### src/design/svpwm_pkg.sv
// shared types, widths, constants and arithmetic helpers for the space vector pwm block
// no dependencies
`timescale 1ns / 1ps

package svpwm_pkg;

  localparam int InW        = 16;
  localparam int MagW       = 17;
  localparam int NumW       = 18;
  localparam int DenW       = 16;
  localparam int QuotW      = 34;
  localparam int SumW       = 36;
  localparam int SetW       = 16;
  localparam int SecW       = 3;
  localparam int DcW        = 15;
  localparam int CfgIdxW    = 2;
  localparam int CfgW       = 16;
  localparam int QueueDepth = 4;

  // 1/sqrt3 and 2/sqrt3 in q16
  localparam logic [MagW-1:0] InvSqrt3Q16    = 17'd37837;
  localparam logic [MagW-1:0] TwoInvSqrt3Q16 = 17'd75674;
  localparam logic [SumW-1:0] OneQ16         = 36'd65536;

  localparam logic [CfgIdxW-1:0] CfgDcLink = 2'd0;
  localparam logic [CfgIdxW-1:0] CfgPeriod = 2'd1;
  localparam logic [CfgIdxW-1:0] CfgPwmMax = 2'd2;

  localparam logic [SecW-1:0] Sec1 = 3'd1;
  localparam logic [SecW-1:0] Sec2 = 3'd2;
  localparam logic [SecW-1:0] Sec3 = 3'd3;
  localparam logic [SecW-1:0] Sec4 = 3'd4;
  localparam logic [SecW-1:0] Sec5 = 3'd5;
  localparam logic [SecW-1:0] Sec6 = 3'd6;

  typedef struct packed {
    logic [SecW-1:0] sector;
    logic [MagW-1:0] ur;
    logic [MagW-1:0] ul;
  } vec_class_t;

  typedef struct packed {
    logic            ge;
    logic [DenW-1:0] rem;
  } div_step_t;

  // one restoring division step
  function automatic div_step_t div_step(input logic [DenW-1:0] rem,
                                         input logic            nbit,
                                         input logic [DenW-1:0] den);
    logic [DenW:0] rem_sh;
    logic [DenW:0] diff;
    div_step_t     r;
    rem_sh = {rem, nbit};
    diff   = rem_sh - {1'b0, den};
    r.ge   = (rem_sh >= {1'b0, den});
    r.rem  = r.ge ? diff[DenW-1:0] : rem_sh[DenW-1:0];
    return r;
  endfunction

  // top * ratio / 65536, clamped to 0..top
  function automatic logic [SetW-1:0] scale_clamp(input logic [SumW-1:0] ratio,
                                                  input logic [SetW-1:0] top);
    logic [2*SetW-1:0] prod;
    logic [SetW-1:0]   res;
    prod = top * ratio[SetW-1:0];
    if (ratio[SumW-1]) begin
      res = '0;
    end else if (|ratio[SumW-2:SetW]) begin
      res = top;
    end else begin
      res = prod[2*SetW-1:SetW];
    end
    return res;
  endfunction

endpackage

### src/design/svpwm_fifo.sv
// short queue between the classifying front end and the duty back end
// depends on svpwm_pkg
`timescale 1ns / 1ps

module svpwm_fifo (
  input  logic                  clk_i,
  input  logic                  rst_ni,
  input  logic                  push_i,
  output logic                  ready_o,
  input  svpwm_pkg::vec_class_t data_i,
  output logic                  valid_o,
  input  logic                  pop_i,
  output svpwm_pkg::vec_class_t data_o
);

  localparam int PtrW = $clog2(svpwm_pkg::QueueDepth);
  localparam int CntW = $clog2(svpwm_pkg::QueueDepth + 1);
  localparam logic [PtrW-1:0] LastPtr = PtrW'(svpwm_pkg::QueueDepth - 1);
  localparam logic [CntW-1:0] FullCnt = CntW'(svpwm_pkg::QueueDepth);

  svpwm_pkg::vec_class_t mem_q [svpwm_pkg::QueueDepth];
  logic [PtrW-1:0]       wr_ptr_q, rd_ptr_q;
  logic [CntW-1:0]       cnt_q, cnt_d;
  logic                  do_push, do_pop;

  assign ready_o = (cnt_q != FullCnt);
  assign valid_o = (cnt_q != '0);
  assign do_push = push_i && ready_o;
  assign do_pop  = pop_i && valid_o;
  assign data_o  = mem_q[rd_ptr_q];

  always_comb begin
    unique case ({do_push, do_pop})
      2'b10:   cnt_d = cnt_q + 1'b1;
      2'b01:   cnt_d = cnt_q - 1'b1;
      default: cnt_d = cnt_q;
    endcase
  end

  always_ff @(posedge clk_i or negedge rst_ni) begin
    if (!rst_ni) begin
      wr_ptr_q <= '0;
      rd_ptr_q <= '0;
      cnt_q    <= '0;
    end else begin
      cnt_q <= cnt_d;
      if (do_push) wr_ptr_q <= (wr_ptr_q == LastPtr) ? '0 : wr_ptr_q + 1'b1;
      if (do_pop)  rd_ptr_q <= (rd_ptr_q == LastPtr) ? '0 : rd_ptr_q + 1'b1;
    end
  end

  always_ff @(posedge clk_i) begin
    if (do_push) mem_q[wr_ptr_q] <= data_i;
  end

  a_cnt_bound: assert property (@(posedge clk_i) disable iff (!rst_ni)
    cnt_q <= FullCnt) else $error("queue count past depth");
  a_no_underflow: assert property (@(posedge clk_i) disable iff (!rst_ni)
    do_pop |=> cnt_q == $past(cnt_q) - 1'b1 || $past(do_push))
    else $error("queue pop lost track of count");
  a_ptr_gap: assert property (@(posedge clk_i) disable iff (!rst_ni)
    (cnt_q == '0 || cnt_q == FullCnt) |-> wr_ptr_q == rd_ptr_q)
    else $error("queue pointers disagree with count");

endmodule

### config.mk
export PLATFORM = sky130hd
export DESIGN_NAME = svpwm_fifo
export DESIGN_NICKNAME = d
export VERILOG_FILES = /design/src/design/svpwm_pkg.sv /design/src/design/svpwm_fifo.sv
export SDC_FILE = /design/constraint.sdc
export NUM_CORES = 1
export LEC_CHECK = 0
export ABC_AREA = 1
export BUFFER_PORTS_ARGS = -buffer_cell sky130_fd_sc_hd__buf_2
export CAP_MARGIN = 20
export CORE_MARGIN = 5
export CORE_UTILIZATION = 55
export CTS_CLUSTER_SIZE = 10
export DETAILED_ROUTE_END_ITERATION = 16
export HOLD_SLACK_MARGIN = 0.1
export PLACE_DENSITY = 0.73
export RECOVER_POWER = 50
export SLEW_MARGIN = 20
export SYNTH_ARGS = -nofsm -noshare
export SYNTH_HDL_FRONTEND = slang
export SYNTH_SLANG_ARGS = --single-unit
### constraint.sdc
create_clock -name clk_i -period 4 [get_ports clk_i]
set_input_delay 0.2 -clock clk_i [delete_from_list [all_inputs] [get_ports clk_i]]
set_output_delay 0.2 -clock clk_i [all_outputs]
set_load 0.005 [all_outputs]
# Word level (Yosys, flattened, before mapping)
# Memories as Yosys holds them, arrays and structs flattened.
# Index checks and enable logic that the tools add are counted.
[op_classes]
add_sub_neg = 4
eq_ne = 5
mux = 5
n_reduce_logical = 4
[op_table]
columns = ["operator", "count"]
rows = [
  ["$eq A2 B2 Y1 const B", 3],
  ["$pmux W3 S2", 1],
  ["$add A2 B1 Y2 const B", 2],
  ["$mux W2", 2],
  ["$add A3 B1 Y3 const B", 1],
  ["$ne A3 B3 Y1 const B", 1],
  ["$reduce_bool A3 Y1", 1],
  ["$sub A3 B1 Y3 const B", 1],
  ["$eq A2 B1 Y1 const B", 1],
  ["$logic_and A1 B1 Y1", 2],
  ["$mux W1", 2],
  ["$reduce_bool A2 Y1", 1],
]
[totals]
register_bits = 7
mem_bits_rw = 148
input_bits = 41
output_inout_bits = 39
wordCells = 22
memories = 1
[mem_list]
columns = ["name", "words", "word_bits", "read_ports", "rd_ports_with_merged_regs", "write_ports", "line_no", "text"]
rows = [
  ["mem_q", 4, 37, 1, 0, 1, "svpwm_fifo.sv:21", "svpwm_pkg::vec_class_t mem_q [svpwm_pkg::QueueDepth];"],
]

# Longest topological paths before layout
[depth]
ltp_word = 4
ltp_mapped = 12
mapped_depth_nobuf = 12

# Least setup slack after synthesis
# OpenSTA, ideal clock, no wires.
[synth_timing]
path_type = "register to register"
start = "register cnt_q[0]"
end = "memory mem_q[0][0] (netlist bit), enable pin"
setup_time_ns = 0.431
arrival_time_ns = 2.295
t_required_ns = 3.569
path_slack_ns = 1.274
path_stages_with_launch = 5
path_buffers = 0
period_less_slack_ns = 2.726
path_cell_list = "dfrtp_1 -> inv_1 -> nand3_1 -> nand2_1 -> nor2_1"
[synth_via]
elab_chain_len = 4
[synth_lines]
columns = ["element", "line_no", "text"]
rows = [
  ["from (decl)", "svpwm_fifo.sv:23", "logic [CntW-1:0] cnt_q, cnt_d;"],
  ["from (signal assigned)", "svpwm_fifo.sv:46", "cnt_q <= cnt_d;"],
  ["$ne A3 B3 Y1", "svpwm_fifo.sv:26", "assign ready_o = (cnt_q != FullCnt);"],
  ["net ready_o", "svpwm_fifo.sv:9", "output logic ready_o,"],
  ["$logic_and A1 B1 Y1", "svpwm_fifo.sv:28", "assign do_push = push_i && ready_o;"],
  ["$mux W1", "svpwm_fifo.sv:53", "if (do_push) mem_q[wr_ptr_q] <= data_i;"],
  ["$mux W1 (implied by the code)", "svpwm_fifo.sv:53", ""],
  ["to (decl)", "svpwm_fifo.sv:21", ""],
]
# The timed path passes the listed nets, and every way through them passes these cells.

==> metrics.yaml <==
power:
  p_sw_share_pct: 31.85
  pwr-share-clk_pct: 29.1
  switching_power_mw: 1.788
  vdd_ir_drop_max_mv: 0.4396
  p_total_mw: 5.613
  intPower_mw: 3.825
  combPwrFrac_pct: 28.1
  power_frac_seq_pct: 42.7
  leakage_nw: 3.106
  power.density_nw_per_um2: 713.8
floorplanning:
  die_h_microns: 117.7
  initial_core_util_pct: 55.90
  die_w_microns: 117.7
  dieArea_sq_um: 13860
  rows: 39
  ios: 80
  core_sq_um: 11420
routing:
  drt-wirelength-per-cell_microns: 15.82
  drc_errors: 0
  drt_iter0_markers: 275
  dr.pass1.iters: 5
  totalWireLength_microns: 12120
  ant_nets: 0
  via_per_inst: 5.127
  dr_total_vias: 3927
global_route:
  use_met1_pct: 22.19
  grtUsageMet2_pct: 30.59
  use_met3_pct: 5.094
  grt_pass1_wl_microns: 20080
  grt_pass1_vias: 4170
  antenna_found_initial: 0
  gr-total-overflow: 0
  grt.total_usage_pct: 18.29
  grt_max_degree: 70
  grt.busiest_layer: "met2"
timing:
  timing.fmax_mhz: 379.9
  tns_ns: 0
  fin_crit_sh_pct: 65.80
  hold_viol: 0
  drv_slew: 0
  finalSetupViolations: 0
  finalCriticalPeriod_ns: 2.632
  slew_headroom_pct: 1.410
  worstMarginPinSlew_ns: 1.473
  finClkSkew_ns: 0.009028
  rsz0062_at_grt: "no"
setup_path:
  r2r-start: "cnt_q[0]"
  worstPathCellList: "inv_2, o211ai_1, nand2_1, buf_2"
  slowest_delay_ns: 0.93
  crit_buf_inv: 2
  timing.rr.end: "mem_q[1][18]"
  crit_arrival_ns: 2.43
  end_kind: "output port"
  cp.required_ns: 3.80
  slowest_stage: "dfrtp_2"
  reg2reg_depth: 5
  path_class: "reg -> out"
  critPathTopFamily: "flip-flops"
  worst-path-max-fanout: 40
  start_kind: "flip-flop"
  regToRegSetupSlack_ns: 1.37
finish:
  diodes: 0
  drive_above_1_share_pct: 13.64
  areaGrowthSynthToFinish_pct: 23.19
  nets: 658
  fillCellCount: 815
placed_design:
  io_buffers: 79
  dp_hpwl_microns: 7183
  gp_congestion: 0.7624
logic_synthesis:
  yosysWarnings: 0
  synth_seq_cells: 155
  synth_area_sq_um: 6382
  seq_area_frac_synth_pct: 72.38
  postSynthCellCount: 490
  synthDistinctLibCells: 18
  syn_area_per_cell_sq_um: 13.03
  synth.net_count: 538
clock_network:
  cts.sinks: 155
  cts-resized-gates: 0
  htree_num_levels: 4
  path_clk_slew_ns: 0.06
  cts_tree: "yes"
  cts-root-buf: "clkbuf_16"
  cts_buffers: 17
  worstSkewPairLatency_ns: 0.41
  clk_path_buf_depth: 2
status:
  outcome: "completed"
worst_hold_path:
  hold_path.class: "in -> async"
run:
  maxCapViolCount: 0
## timing repair
action                                  CTS  global route
endpoints found under the setup margin    0             0
hold buffers                             40             0
setup buffers                             0             0
hold endpoints to repair                159             0
## cell families (layout without fill, tap and decap cells)
logic type,after synthesis,count (layout),synth area share [%]
DFF,155,155,72.38
and+or+nand+nor,140,140,8.410
buffers and inverters,112,245,8.253
AOI/OAI and AO/OA,75,75,9.331
adders and majority gates,7,7,1.490
xor gates and xnor gates,1,1,0.1373
## stage by stage
stage	util, %	cells	hold slack, ns	worst slack (ns)	instance area (sq um)
after floorplan	-	490	-0.09559	1.274	6382
after global placement	59.64	690	0.04891	1.771	6810
after detailed placement	60.54	694	0.05029	1.793	6913
after CTS	69.36	766	0.1376	1.326	7920
after global routing	68.86	766	0.2622	1.160	7863
final	68.86	766	0.2433	1.368	7863
## worst reg2reg max path, cell delays in order (launching register included)
cell and delay [ns]:
dfrtp_1 0.36, inv_1 0.09, nand3_1 0.13, nand2_1 0.27, nor2_1 1.19, buf_12 0.29
## layer usage
layer,vias up,wire length (microns),part of all wire (%)
met1,1869,4970,41
met5,-,0,0
met4,0,240,2.0
met3,21,610,5.0
li1,1926,-,-
met2,111,6297,52
## cells in the mapped netlist, drive strengths merged
cell type	number	area, sq um
ha	6	75.07
o21ai	1	5.000
nor2	6	22.52
edfxtp	148	4444
fa	1	20.02
inv	88	330.3
clkbuf	1	3.750
o211ai	74	590.6
nand4	1	6.260
nand3	7	35.03
dfrtp	7	175.2
xnor2	1	8.760
nand2	126	473.0
buf	23	192.7
## cell usage in the layout (no fill, tap or decap), drive strengths merged
master,Yosys,layout
fa,1,1
buf,23,45
clkbuf,1,60
inv,88,89
ha,6,6
edfxtp,148,148
clkinvlp,0,2
nand3,7,7
bufinv,0,4
xnor2,1,1
nand2,126,126
o21ai,1,1
nor2,6,6
dfrtp,7,7
nand4,1,1
o211ai,74,74
clkinv,0,5
dlygate4sd3,0,40
## power groups by stage
stage	logic [mW]	clock network (mW)	registers, mW
floorplan	1.19	0	2.25
global placement	1.48	0	2.42
detailed placement	1.58	0	2.43
CTS	1.62	1.66	2.39
global route	1.79	1.73	2.44
finish	1.58	1.64	2.40
## sequential cells by signal, summed over array words and instances, names as in the netlist
register,flops
mem_q,148
cnt_q,3
rd_ptr_q,2
wr_ptr_q,2
## area by class of cell
type,count,area (sq um),area share (%)
Clock buffer,20,436.7,5.554
Clock inverter,12,170.2,2.164
Inverter,88,330.3,4.201
Multi-Input combinational cell,223,1259,16.01
Sequential cell,155,4624,58.82
Tap cell,143,178.9,2.276
Timing Repair Buffer,125,863.3,10.98
## how the worst max path moves through the flow
stage	start	end	slack (ns)	cells past startpoint
global placement	cnt_q[0]	mem_q[1][18]	1.77	4
global route	rd_ptr_q[1]	data_o[12]	1.16	4
CTS	rd_ptr_q[1]	data_o[0]	1.33	4
detailed placement	rd_ptr_q[1]	data_o[24]	1.79	4
finish	rd_ptr_q[1]	data_o[24]	1.37	4
floorplan	cnt_q[0]	mem_q[0][0]	1.27	4
(Power assumes the default switching activity.)
