### src/design/svpwm_pkg.sv
// shared types, widths, constants and arithmetic helpers for the space vector pwm block
// no dependencies
`timescale 1ns / 1ps

package svpwm_pkg;

  localparam int InW        = 16;
  localparam int MagW       = 17;
  localparam int NumW       = 18;
  localparam int DenW       = 16;
  localparam int QuotW      = 34;
  localparam int SumW       = 36;
  localparam int SetW       = 16;
  localparam int SecW       = 3;
  localparam int DcW        = 15;
  localparam int CfgIdxW    = 2;
  localparam int CfgW       = 16;
  localparam int QueueDepth = 4;

  // 1/sqrt3 and 2/sqrt3 in q16
  localparam logic [MagW-1:0] InvSqrt3Q16    = 17'd37837;
  localparam logic [MagW-1:0] TwoInvSqrt3Q16 = 17'd75674;
  localparam logic [SumW-1:0] OneQ16         = 36'd65536;

  localparam logic [CfgIdxW-1:0] CfgDcLink = 2'd0;
  localparam logic [CfgIdxW-1:0] CfgPeriod = 2'd1;
  localparam logic [CfgIdxW-1:0] CfgPwmMax = 2'd2;

  localparam logic [SecW-1:0] Sec1 = 3'd1;
  localparam logic [SecW-1:0] Sec2 = 3'd2;
  localparam logic [SecW-1:0] Sec3 = 3'd3;
  localparam logic [SecW-1:0] Sec4 = 3'd4;
  localparam logic [SecW-1:0] Sec5 = 3'd5;
  localparam logic [SecW-1:0] Sec6 = 3'd6;

  typedef struct packed {
    logic [SecW-1:0] sector;
    logic [MagW-1:0] ur;
    logic [MagW-1:0] ul;
  } vec_class_t;

  typedef struct packed {
    logic            ge;
    logic [DenW-1:0] rem;
  } div_step_t;

  // one restoring division step
  function automatic div_step_t div_step(input logic [DenW-1:0] rem,
                                         input logic            nbit,
                                         input logic [DenW-1:0] den);
    logic [DenW:0] rem_sh;
    logic [DenW:0] diff;
    div_step_t     r;
    rem_sh = {rem, nbit};
    diff   = rem_sh - {1'b0, den};
    r.ge   = (rem_sh >= {1'b0, den});
    r.rem  = r.ge ? diff[DenW-1:0] : rem_sh[DenW-1:0];
    return r;
  endfunction

  // top * ratio / 65536, clamped to 0..top
  function automatic logic [SetW-1:0] scale_clamp(input logic [SumW-1:0] ratio,
                                                  input logic [SetW-1:0] top);
    logic [2*SetW-1:0] prod;
    logic [SetW-1:0]   res;
    prod = top * ratio[SetW-1:0];
    if (ratio[SumW-1]) begin
      res = '0;
    end else if (|ratio[SumW-2:SetW]) begin
      res = top;
    end else begin
      res = prod[2*SetW-1:SetW];
    end
    return res;
  endfunction

endpackage

### src/design/svpwm_front.sv
// front end: takes alpha/beta vectors, finds the sector and the two active vector magnitudes
// depends on svpwm_pkg
`timescale 1ns / 1ps

module svpwm_front (
  input  logic                       clk_i,
  input  logic                       rst_ni,
  input  logic                       s_valid_i,
  output logic                       s_ready_o,
  input  logic [svpwm_pkg::InW-1:0]  alpha_i,
  input  logic [svpwm_pkg::InW-1:0]  beta_i,
  output logic                       cls_valid_o,
  input  logic                       cls_ready_i,
  output svpwm_pkg::vec_class_t      cls_o
);

  logic                        r1_v_q;
  logic [svpwm_pkg::MagW-1:0]  r1_a_q, r1_b_q;
  logic                        r1_al_neg_q, r1_be_neg_q;
  logic                        r2_v_q;
  svpwm_pkg::vec_class_t       r2_cls_q;
  svpwm_pkg::vec_class_t       cls_d;

  logic                        r1_ready, r2_ready;
  logic [svpwm_pkg::MagW-1:0]  al_ext, be_ext, a_abs, b_abs;
  logic [2*svpwm_pkg::MagW-1:0] prod_p, prod_c;
  logic [svpwm_pkg::MagW-1:0]  p_val, c_val, a_sum, b_abs_diff;
  logic [svpwm_pkg::MagW:0]    b_diff, b_neg;
  logic                        b_pos;

  assign r2_ready  = !r2_v_q || cls_ready_i;
  assign r1_ready  = !r1_v_q || r2_ready;
  assign s_ready_o = r1_ready;

  assign al_ext = {alpha_i[svpwm_pkg::InW-1], alpha_i};
  assign be_ext = {beta_i[svpwm_pkg::InW-1], beta_i};
  assign a_abs  = alpha_i[svpwm_pkg::InW-1] ? (~al_ext + 1'b1) : al_ext;
  assign b_abs  = beta_i[svpwm_pkg::InW-1] ? (~be_ext + 1'b1) : be_ext;

  always_ff @(posedge clk_i or negedge rst_ni) begin
    if (!rst_ni) begin
      r1_v_q <= 1'b0;
      r2_v_q <= 1'b0;
    end else begin
      if (r1_ready) r1_v_q <= s_valid_i;
      if (r2_ready) r2_v_q <= r1_v_q;
    end
  end

  always_ff @(posedge clk_i) begin
    if (r1_ready) begin
      r1_a_q      <= a_abs;
      r1_b_q      <= b_abs;
      r1_al_neg_q <= alpha_i[svpwm_pkg::InW-1];
      r1_be_neg_q <= beta_i[svpwm_pkg::InW-1];
    end
    if (r2_ready) r2_cls_q <= cls_d;
  end

  // projections of |beta| onto the sector boundaries
  assign prod_p     = r1_b_q * svpwm_pkg::InvSqrt3Q16;
  assign prod_c     = r1_b_q * svpwm_pkg::TwoInvSqrt3Q16;
  assign p_val      = prod_p[2*svpwm_pkg::MagW-2:16];
  assign c_val      = prod_c[2*svpwm_pkg::MagW-2:16];
  assign a_sum      = r1_a_q + p_val;
  assign b_diff     = {1'b0, r1_a_q} - {1'b0, p_val};
  assign b_neg      = ~b_diff + 1'b1;
  assign b_pos      = !b_diff[svpwm_pkg::MagW];
  assign b_abs_diff = b_pos ? b_diff[svpwm_pkg::MagW-1:0] : b_neg[svpwm_pkg::MagW-1:0];

  always_comb begin
    cls_d.ur = b_abs_diff;
    cls_d.ul = a_sum;
    if (!r1_be_neg_q) begin
      if (!r1_al_neg_q) cls_d.sector = b_pos ? svpwm_pkg::Sec1 : svpwm_pkg::Sec2;
      else              cls_d.sector = b_pos ? svpwm_pkg::Sec3 : svpwm_pkg::Sec2;
    end else begin
      if (!r1_al_neg_q) cls_d.sector = b_pos ? svpwm_pkg::Sec6 : svpwm_pkg::Sec5;
      else              cls_d.sector = b_pos ? svpwm_pkg::Sec4 : svpwm_pkg::Sec5;
    end
    unique case (cls_d.sector)
      svpwm_pkg::Sec1, svpwm_pkg::Sec4: begin
        cls_d.ur = b_abs_diff;
        cls_d.ul = c_val;
      end
      svpwm_pkg::Sec3, svpwm_pkg::Sec6: begin
        cls_d.ur = c_val;
        cls_d.ul = b_abs_diff;
      end
      svpwm_pkg::Sec2: begin
        cls_d.ur = r1_al_neg_q ? b_abs_diff : a_sum;
        cls_d.ul = r1_al_neg_q ? a_sum : b_abs_diff;
      end
      svpwm_pkg::Sec5: begin
        cls_d.ur = r1_al_neg_q ? a_sum : b_abs_diff;
        cls_d.ul = r1_al_neg_q ? b_abs_diff : a_sum;
      end
      default: begin
        cls_d.ur = b_abs_diff;
        cls_d.ul = a_sum;
      end
    endcase
  end

  assign cls_valid_o = r2_v_q;
  assign cls_o       = r2_cls_q;

endmodule

### config.mk
export PLATFORM = sky130hd
export DESIGN_NAME = svpwm_front
export DESIGN_NICKNAME = d
export VERILOG_FILES = /design/src/design/svpwm_pkg.sv /design/src/design/svpwm_front.sv
export SDC_FILE = /design/constraint.sdc
export NUM_CORES = 1
export LEC_CHECK = 0
export BUFFER_PORTS_ARGS = -buffer_cell sky130_fd_sc_hd__clkbuf_2
export CAP_MARGIN = 20
export CORE_MARGIN = 2
export CORE_UTILIZATION = 65
export DETAILED_ROUTE_END_ITERATION = 16
export PLACE_DENSITY = 0.85
export SLEW_MARGIN = 20
export SYNTH_ARGS = -nofsm -noshare
export SYNTH_HDL_FRONTEND = slang
export SYNTH_SLANG_ARGS = --single-unit
### constraint.sdc
create_clock -name clk_i -period 14.4 [get_ports clk_i]
set_input_delay 2.16 -clock clk_i [delete_from_list [all_inputs] [get_ports clk_i]]
set_output_delay 2.16 -clock clk_i [all_outputs]
set_load 0.02 [all_outputs]
; Yosys cells after proc, flatten, opt, wreduce, memory -nomap -nowiden
; Cells that the tools add are included.
[op_classes]
reduce_logical = 6
n_mul = 2
mux = 13
bitwise = 3
eq_ne = 6
n_addsub = 5
[op_table]
columns = cell, count
row1 = $pmux W34 S4, 1
row2 = $add A17 B1 Y17 const B, 3
row3 = $mux W17, 3
row4 = $not A17 Y17, 3
row5 = $mul A17 B16 Y33 const B, 1
row6 = $mul A17 B16 Y32 const B, 1
row7 = $mux W15, 2
row8 = $sub A17 B17 Y18, 1
row9 = $add A17 B17 Y17, 1
row10 = $eq A3 B3 Y1 const B, 3
row11 = $mux W2, 4
row12 = $eq A3 B2 Y1 const B, 2
row13 = $reduce_or A2 Y1, 2
row14 = $eq A3 B1 Y1 const B, 1
row15 = $mux W3, 1
row16 = $logic_not A1 Y1, 2
row17 = $logic_or A1 B1 Y1, 2
row18 = $mux W1, 2
[totals]
in_bits = 36
reg_bits = 75
output_inout_bits = 39

; Logic depth before layout (Yosys ltp)
[logic_depth]
depth_word = 8
ltp_mapped = 33

; Worst setup path before layout
; No wires, ideal clock.
[synth_timing]
path_kind = register to register
startpoint = register r1_b_q[8] (netlist name)
endpoint = register r2_cls_q, in the netlist cls_o[32], data pin
arrival_time_ns = 7.439
path_buffers = 3
path_stages_with_launch = 30
slack_ns = 6.682
period_less_slack_ns = 7.718
t_required_ns = 14.121
cell_sequence = edfxtp_1 > fa_1 > ha_1 > inv_1 > fa_1 > inv_1 > fa_1 > fa_1 > inv_1 > fa_1 > inv_1 > ha_1 > a21oi_2 > o221ai_1 > o22a_1 > a221o_1 > o31a_1 > a21o_1 > xnor2_1 > inv_1 > ha_1 > buf_6 > or3_1 > o21a_1 > nor2_4 > buf_2 > buf_4 > nor2_1 > mux2i_1 > o211ai_1
[synth_rtl]
columns = item, line
row1 = start: declaration, svpwm_front.sv:18  ; logic [svpwm_pkg::MagW-1:0] r1_a_q, r1_b_q;
row2 = start signal: assignment, svpwm_front.sv:53  ; r1_b_q <= b_abs;
row3 = end signal: assignment, svpwm_front.sv:57  ; if (r2_ready) r2_cls_q <= cls_d;
row4 = end: declaration, svpwm_front.sv:21  ; svpwm_pkg::vec_class_t r2_cls_q;

==> impl_metrics.prom <==
# TYPE chip_impl_metric gauge
chip_impl_metric{name="hold_viol_final",unit=""} 0
chip_impl_metric{name="post_synth_and_or_nand_nor_area_fraction",unit="%"} 10.8
chip_impl_metric{name="period_minus_slack",unit="ps"} 9480
chip_impl_metric{name="post_drt_wl_per_cell",unit="um"} 17.7
chip_impl_metric{name="multi_input_comb_area",unit="mm2"} 0.00774
chip_impl_metric{name="routed_wire_length",unit="um"} 24900
chip_impl_metric{name="place_area",unit="mm2"} 0.0115
chip_impl_info{name="min_path_type",value="flip-flop to flip-flop"} 1
chip_impl_metric{name="number_of_distinct_library_cell_variants_in_the_gate_level_netlist_after_synthesis",unit=""} 82
chip_impl_info{name="rsz_0062_raised_after_global_routing",value="no"} 1
chip_impl_metric{name="rows",unit=""} 47
chip_impl_metric{name="fp.coreArea",unit="mm2"} 0.0165
chip_impl_metric{name="fin_area",unit="mm2"} 0.0118
chip_impl_metric{name="io_buffer_count",unit=""} 74
chip_impl_metric{name="antenna_found_initial",unit=""} 0
chip_impl_metric{name="layout.filler_cells",unit=""} 1135
chip_impl_metric{name="dieWidth",unit="um"} 134
chip_impl_metric{name="post-dp-hpwl",unit="um"} 19600
chip_impl_metric{name="finalCoreUtilization",unit="%"} 71.5
chip_impl_metric{name="syn-instance-count",unit=""} 1116
chip_impl_metric{name="maxSlewViolCount",unit=""} 0
chip_impl_metric{name="worst_clock_skew",unit="ps"} 14.5
chip_impl_metric{name="clk_pin_slew",unit="ps"} 70
chip_impl_metric{name="die_height",unit="um"} 134
chip_impl_metric{name="synth_edf_count",unit=""} 73
chip_impl_metric{name="setup-violations-final",unit=""} 0
chip_impl_info{name="criticalPathCategory",value="flip-flop to flip-flop"} 1
chip_impl_info{name="synth.cells.most_frequent",value="sky130_fd_sc_hd__inv_1 (222), sky130_fd_sc_hd__ha_1 (178), sky130_fd_sc_hd__fa_1 (95)"} 1
chip_impl_info{name="cts-root-buf",value="sky130_fd_sc_hd__clkbuf_16"} 1
chip_impl_metric{name="synth_compound_area_share",unit="%"} 12.7
chip_impl_metric{name="first_global_vias",unit=""} 8342
chip_impl_metric{name="critical-path-max-stage-delay",unit="ps"} 700
chip_impl_metric{name="drt.antenna.violating_nets",unit=""} 0
chip_impl_metric{name="ant_diodes",unit=""} 0
chip_impl_metric{name="clk_path_buf_depth",unit=""} 2
chip_impl_metric{name="synthXorXnorAreaFrac",unit="%"} 6.67
chip_impl_info{name="synth_ff_type",value="sky130_fd_sc_hd__edfxtp_1"} 1
chip_impl_metric{name="setup-tns-final",unit="ps"} 0
chip_impl_metric{name="layout_area_growth_over_synthesis",unit="%"} 7.78
chip_impl_metric{name="post_cts_buffers",unit=""} 0
chip_impl_info{name="most_frequent_cell_on_the_critical_path",value="sky130_fd_sc_hd__fa_1"} 1
chip_impl_metric{name="hold_buffers",unit=""} 0
chip_impl_metric{name="slew_headroom",unit="%"} 56.4
chip_impl_info{name="outcome",value="complete, no violations"} 1
chip_impl_metric{name="synth_async_sr_flop_share",unit="%"} 2.67
chip_impl_metric{name="maxClockFrequency",unit="GHz"} 0.105
chip_impl_metric{name="post_dr_vias_cell",unit=""} 5.94
chip_impl_info{name="start_kind",value="flip-flop"} 1
chip_impl_metric{name="initial_core_util",unit="%"} 66.3
chip_impl_metric{name="post_route_cells_drive_above_1_share",unit="%"} 11.3
chip_impl_metric{name="cts_resized",unit=""} 0
chip_impl_metric{name="numClockSinks",unit=""} 75
chip_impl_metric{name="final.period_utilization",unit="%"} 65.8
chip_impl_metric{name="die-area",unit="mm2"} 0.0179
chip_impl_info{name="yosysMostFrequentCell",value="sky130_fd_sc_hd__inv_1"} 1
chip_impl_metric{name="detail_route.first_pass.iterations",unit=""} 5
chip_impl_metric{name="grt_remaining_overflow",unit=""} 0
chip_impl_metric{name="max_cap_violations",unit=""} 0
chip_impl_metric{name="timing_worst_slew_pin_value",unit="ps"} 654
chip_impl_metric{name="ios",unit=""} 75
chip_impl_metric{name="drc",unit=""} 0
chip_impl_metric{name="htree_levels",unit=""} 3
chip_impl_info{name="critical_path_endpoint_category",value="flip-flop"} 1
chip_impl_metric{name="synth-warning-count",unit=""} 0
chip_impl_metric{name="post_syn_area_per_cell",unit="um2"} 9.82
chip_impl_metric{name="grt_max_degree",unit=""} 59
chip_impl_metric{name="yosys.area_share.adder",unit="%"} 37.7
chip_impl_metric{name="grt_pass1_wl",unit="um"} 41000
chip_impl_metric{name="sequential_cell_area",unit="mm2"} 0.00224
chip_impl_metric{name="postSynthRegisterBits",unit=""} 75
chip_impl_info{name="library_cell_with_the_largest_summed_area_after_synthesis",value="sky130_fd_sc_hd__ha_1"} 1
chip_impl_info{name="cts_tree",value="done"} 1
chip_impl_metric{name="routed-via-count",unit=""} 8356
chip_impl_metric{name="cts_made_buffers",unit=""} 9
chip_impl_info{name="synth_top_cells_by_area",value="sky130_fd_sc_hd__ha_1 (20%), sky130_fd_sc_hd__edfxtp_1 (20%), sky130_fd_sc_hd__fa_1 (17%), sky130_fd_sc_hd__inv_1 (7.6%), sky130_fd_sc_hd__xnor2_1 (4.8%)"} 1
chip_impl_metric{name="crit_arrival",unit="ps"} 9560
chip_impl_metric{name="final_wtd_congestion",unit=""} 0.954
chip_impl_metric{name="critical_path.max_fanout",unit=""} 58
chip_impl_metric{name="globalRouteTotalUtil",unit="%"} 29.2
chip_impl_metric{name="netlist.area_leader.share",unit="%"} 20.3
chip_impl_metric{name="ys_seq_area_share",unit="%"} 20.5
chip_impl_info{name="combinational_family_with_the_most_area_after_synthesis",value="adder cells"} 1
chip_impl_info{name="crit_path_top_delay_cell",value="sky130_fd_sc_hd__edfxtp_1"} 1
chip_impl_metric{name="required",unit="ps"} 14480
chip_impl_metric{name="detailedRoute.firstIterationViolations",unit=""} 748
chip_impl_metric{name="clk-insertion-delay-late",unit="ps"} 360
chip_impl_metric{name="synth_mux_area_share",unit="%"} 2.47
chip_impl_metric{name="design.final.nets",unit=""} 1490
chip_impl_metric{name="post_synth_instance_area",unit="mm2"} 0.0110
[cells in the final DEF (no fill, tap or decap), types with 4 or more instances in the layout]
| cell | instances |
|---|---|
| sky130_fd_sc_hd__edfxtp_1 | 73 |
| sky130_fd_sc_hd__o211ai_1 | 14 |
| sky130_fd_sc_hd__fa_1 | 95 |
| sky130_fd_sc_hd__clkbuf_16 | 9 |
| sky130_fd_sc_hd__o41ai_1 | 4 |
| sky130_fd_sc_hd__o21bai_1 | 8 |
| sky130_fd_sc_hd__nor2_1 | 43 |
| sky130_fd_sc_hd__a211o_1 | 4 |
| sky130_fd_sc_hd__or3_1 | 8 |
| sky130_fd_sc_hd__o21ai_0 | 42 |
| sky130_fd_sc_hd__o21a_1 | 4 |
| sky130_fd_sc_hd__o31ai_1 | 14 |
| sky130_fd_sc_hd__ha_1 | 178 |
| sky130_fd_sc_hd__clkbuf_2 | 74 |
| sky130_fd_sc_hd__or2_2 | 4 |
| sky130_fd_sc_hd__nand4_1 | 6 |
| sky130_fd_sc_hd__a21oi_1 | 38 |
| sky130_fd_sc_hd__xnor2_2 | 5 |
| sky130_fd_sc_hd__nor3b_1 | 4 |
| sky130_fd_sc_hd__mux2i_1 | 27 |
| sky130_fd_sc_hd__and3_1 | 12 |
| sky130_fd_sc_hd__a21o_1 | 17 |
| sky130_fd_sc_hd__inv_1 | 222 |
| sky130_fd_sc_hd__nor3_1 | 24 |
| sky130_fd_sc_hd__or4_1 | 4 |
| sky130_fd_sc_hd__a211oi_1 | 10 |
| sky130_fd_sc_hd__buf_4 | 5 |
| sky130_fd_sc_hd__nand2b_1 | 13 |
| sky130_fd_sc_hd__a31oi_1 | 5 |
| sky130_fd_sc_hd__o21ai_1 | 5 |
| sky130_fd_sc_hd__nand2_1 | 48 |
| sky130_fd_sc_hd__nor2b_1 | 6 |
| sky130_fd_sc_hd__xnor2_1 | 59 |
| sky130_fd_sc_hd__xor2_1 | 15 |
| sky130_fd_sc_hd__nand3_1 | 11 |
[layer usage]
| metal | wire (um) | vias to the layer above | GRT usage, % |
|---|---|---|---|
| li1 | - | 3931 | - |
| met1 | 10800 | 4045 | 40.3 |
| met2 | 11600 | 336 | 47.0 |
| met3 | 1920 | 44 | 5.59 |
| met4 | 523 | 0 | 9.10 |
| met5 | 0 | - | 0 |
[through the flow]
stage,hold WS (ps),setup WS (ps),cells
floorplan,435,6680,1117
global placement,454,5480,1390
detailed placement,494,5190,1390
CTS,511,5150,1406
global route,534,4490,1406
finish,509,4920,1406
[critical path, delay by kind of cell (launching register included)]
family	cells	cell delay, ps
compound gates	7	2110
simple gates	4	950
fa+ha+maj	8	3540
xor+xnor	2	700
flops	1	700
mux	2	390
buf+inv	5	810
[sequential cells by signal, indices dropped and copies added (netlist names)]
signal and cells:
cls_o 37, cls_valid_o 1, r1_a_q 17, r1_v_q 1, r1_be_neg_q 1, r1_al_neg_q 1, r1_b_q 17
[area by class of cell]
type / instances / share of cell area (%)
Clock buffer: 9 / 1.91
Clock inverter: 7 / 0.720
Inverter: 223 / 7.08
Multi-Input combinational cell: 793 / 65.5
Sequential cell: 75 / 19.0
Tap cell: 220 / 2.33
Timing Repair Buffer: 79 / 3.45
[final timing paths]
kind	from	end	slack (ps)	cells after the start
worst max-delay path	r1_b_q[6]	cls_o[14]	4920	28
worst min-delay path	r1_v_q	cls_valid_o	510	1
worst max register to register	r1_b_q[6]	cls_o[14]	4920	28
worst min register to register	r1_v_q	cls_valid_o	510	1
max in group asynchronous	rst_ni	cls_valid_o	12750	1
min in group asynchronous	rst_ni	r1_v_q	1560	1
[cells by family after synthesis]
family	count (synthesis)
fa+ha+maj	273
buf+inv	249
simple gates	212
compound gates	199
xor+xnor	80
flops	75
mux	27
other cells	1
Power is not shown: default switching activity piles up to over one toggle a cycle in this logic, so the estimate is an artifact.
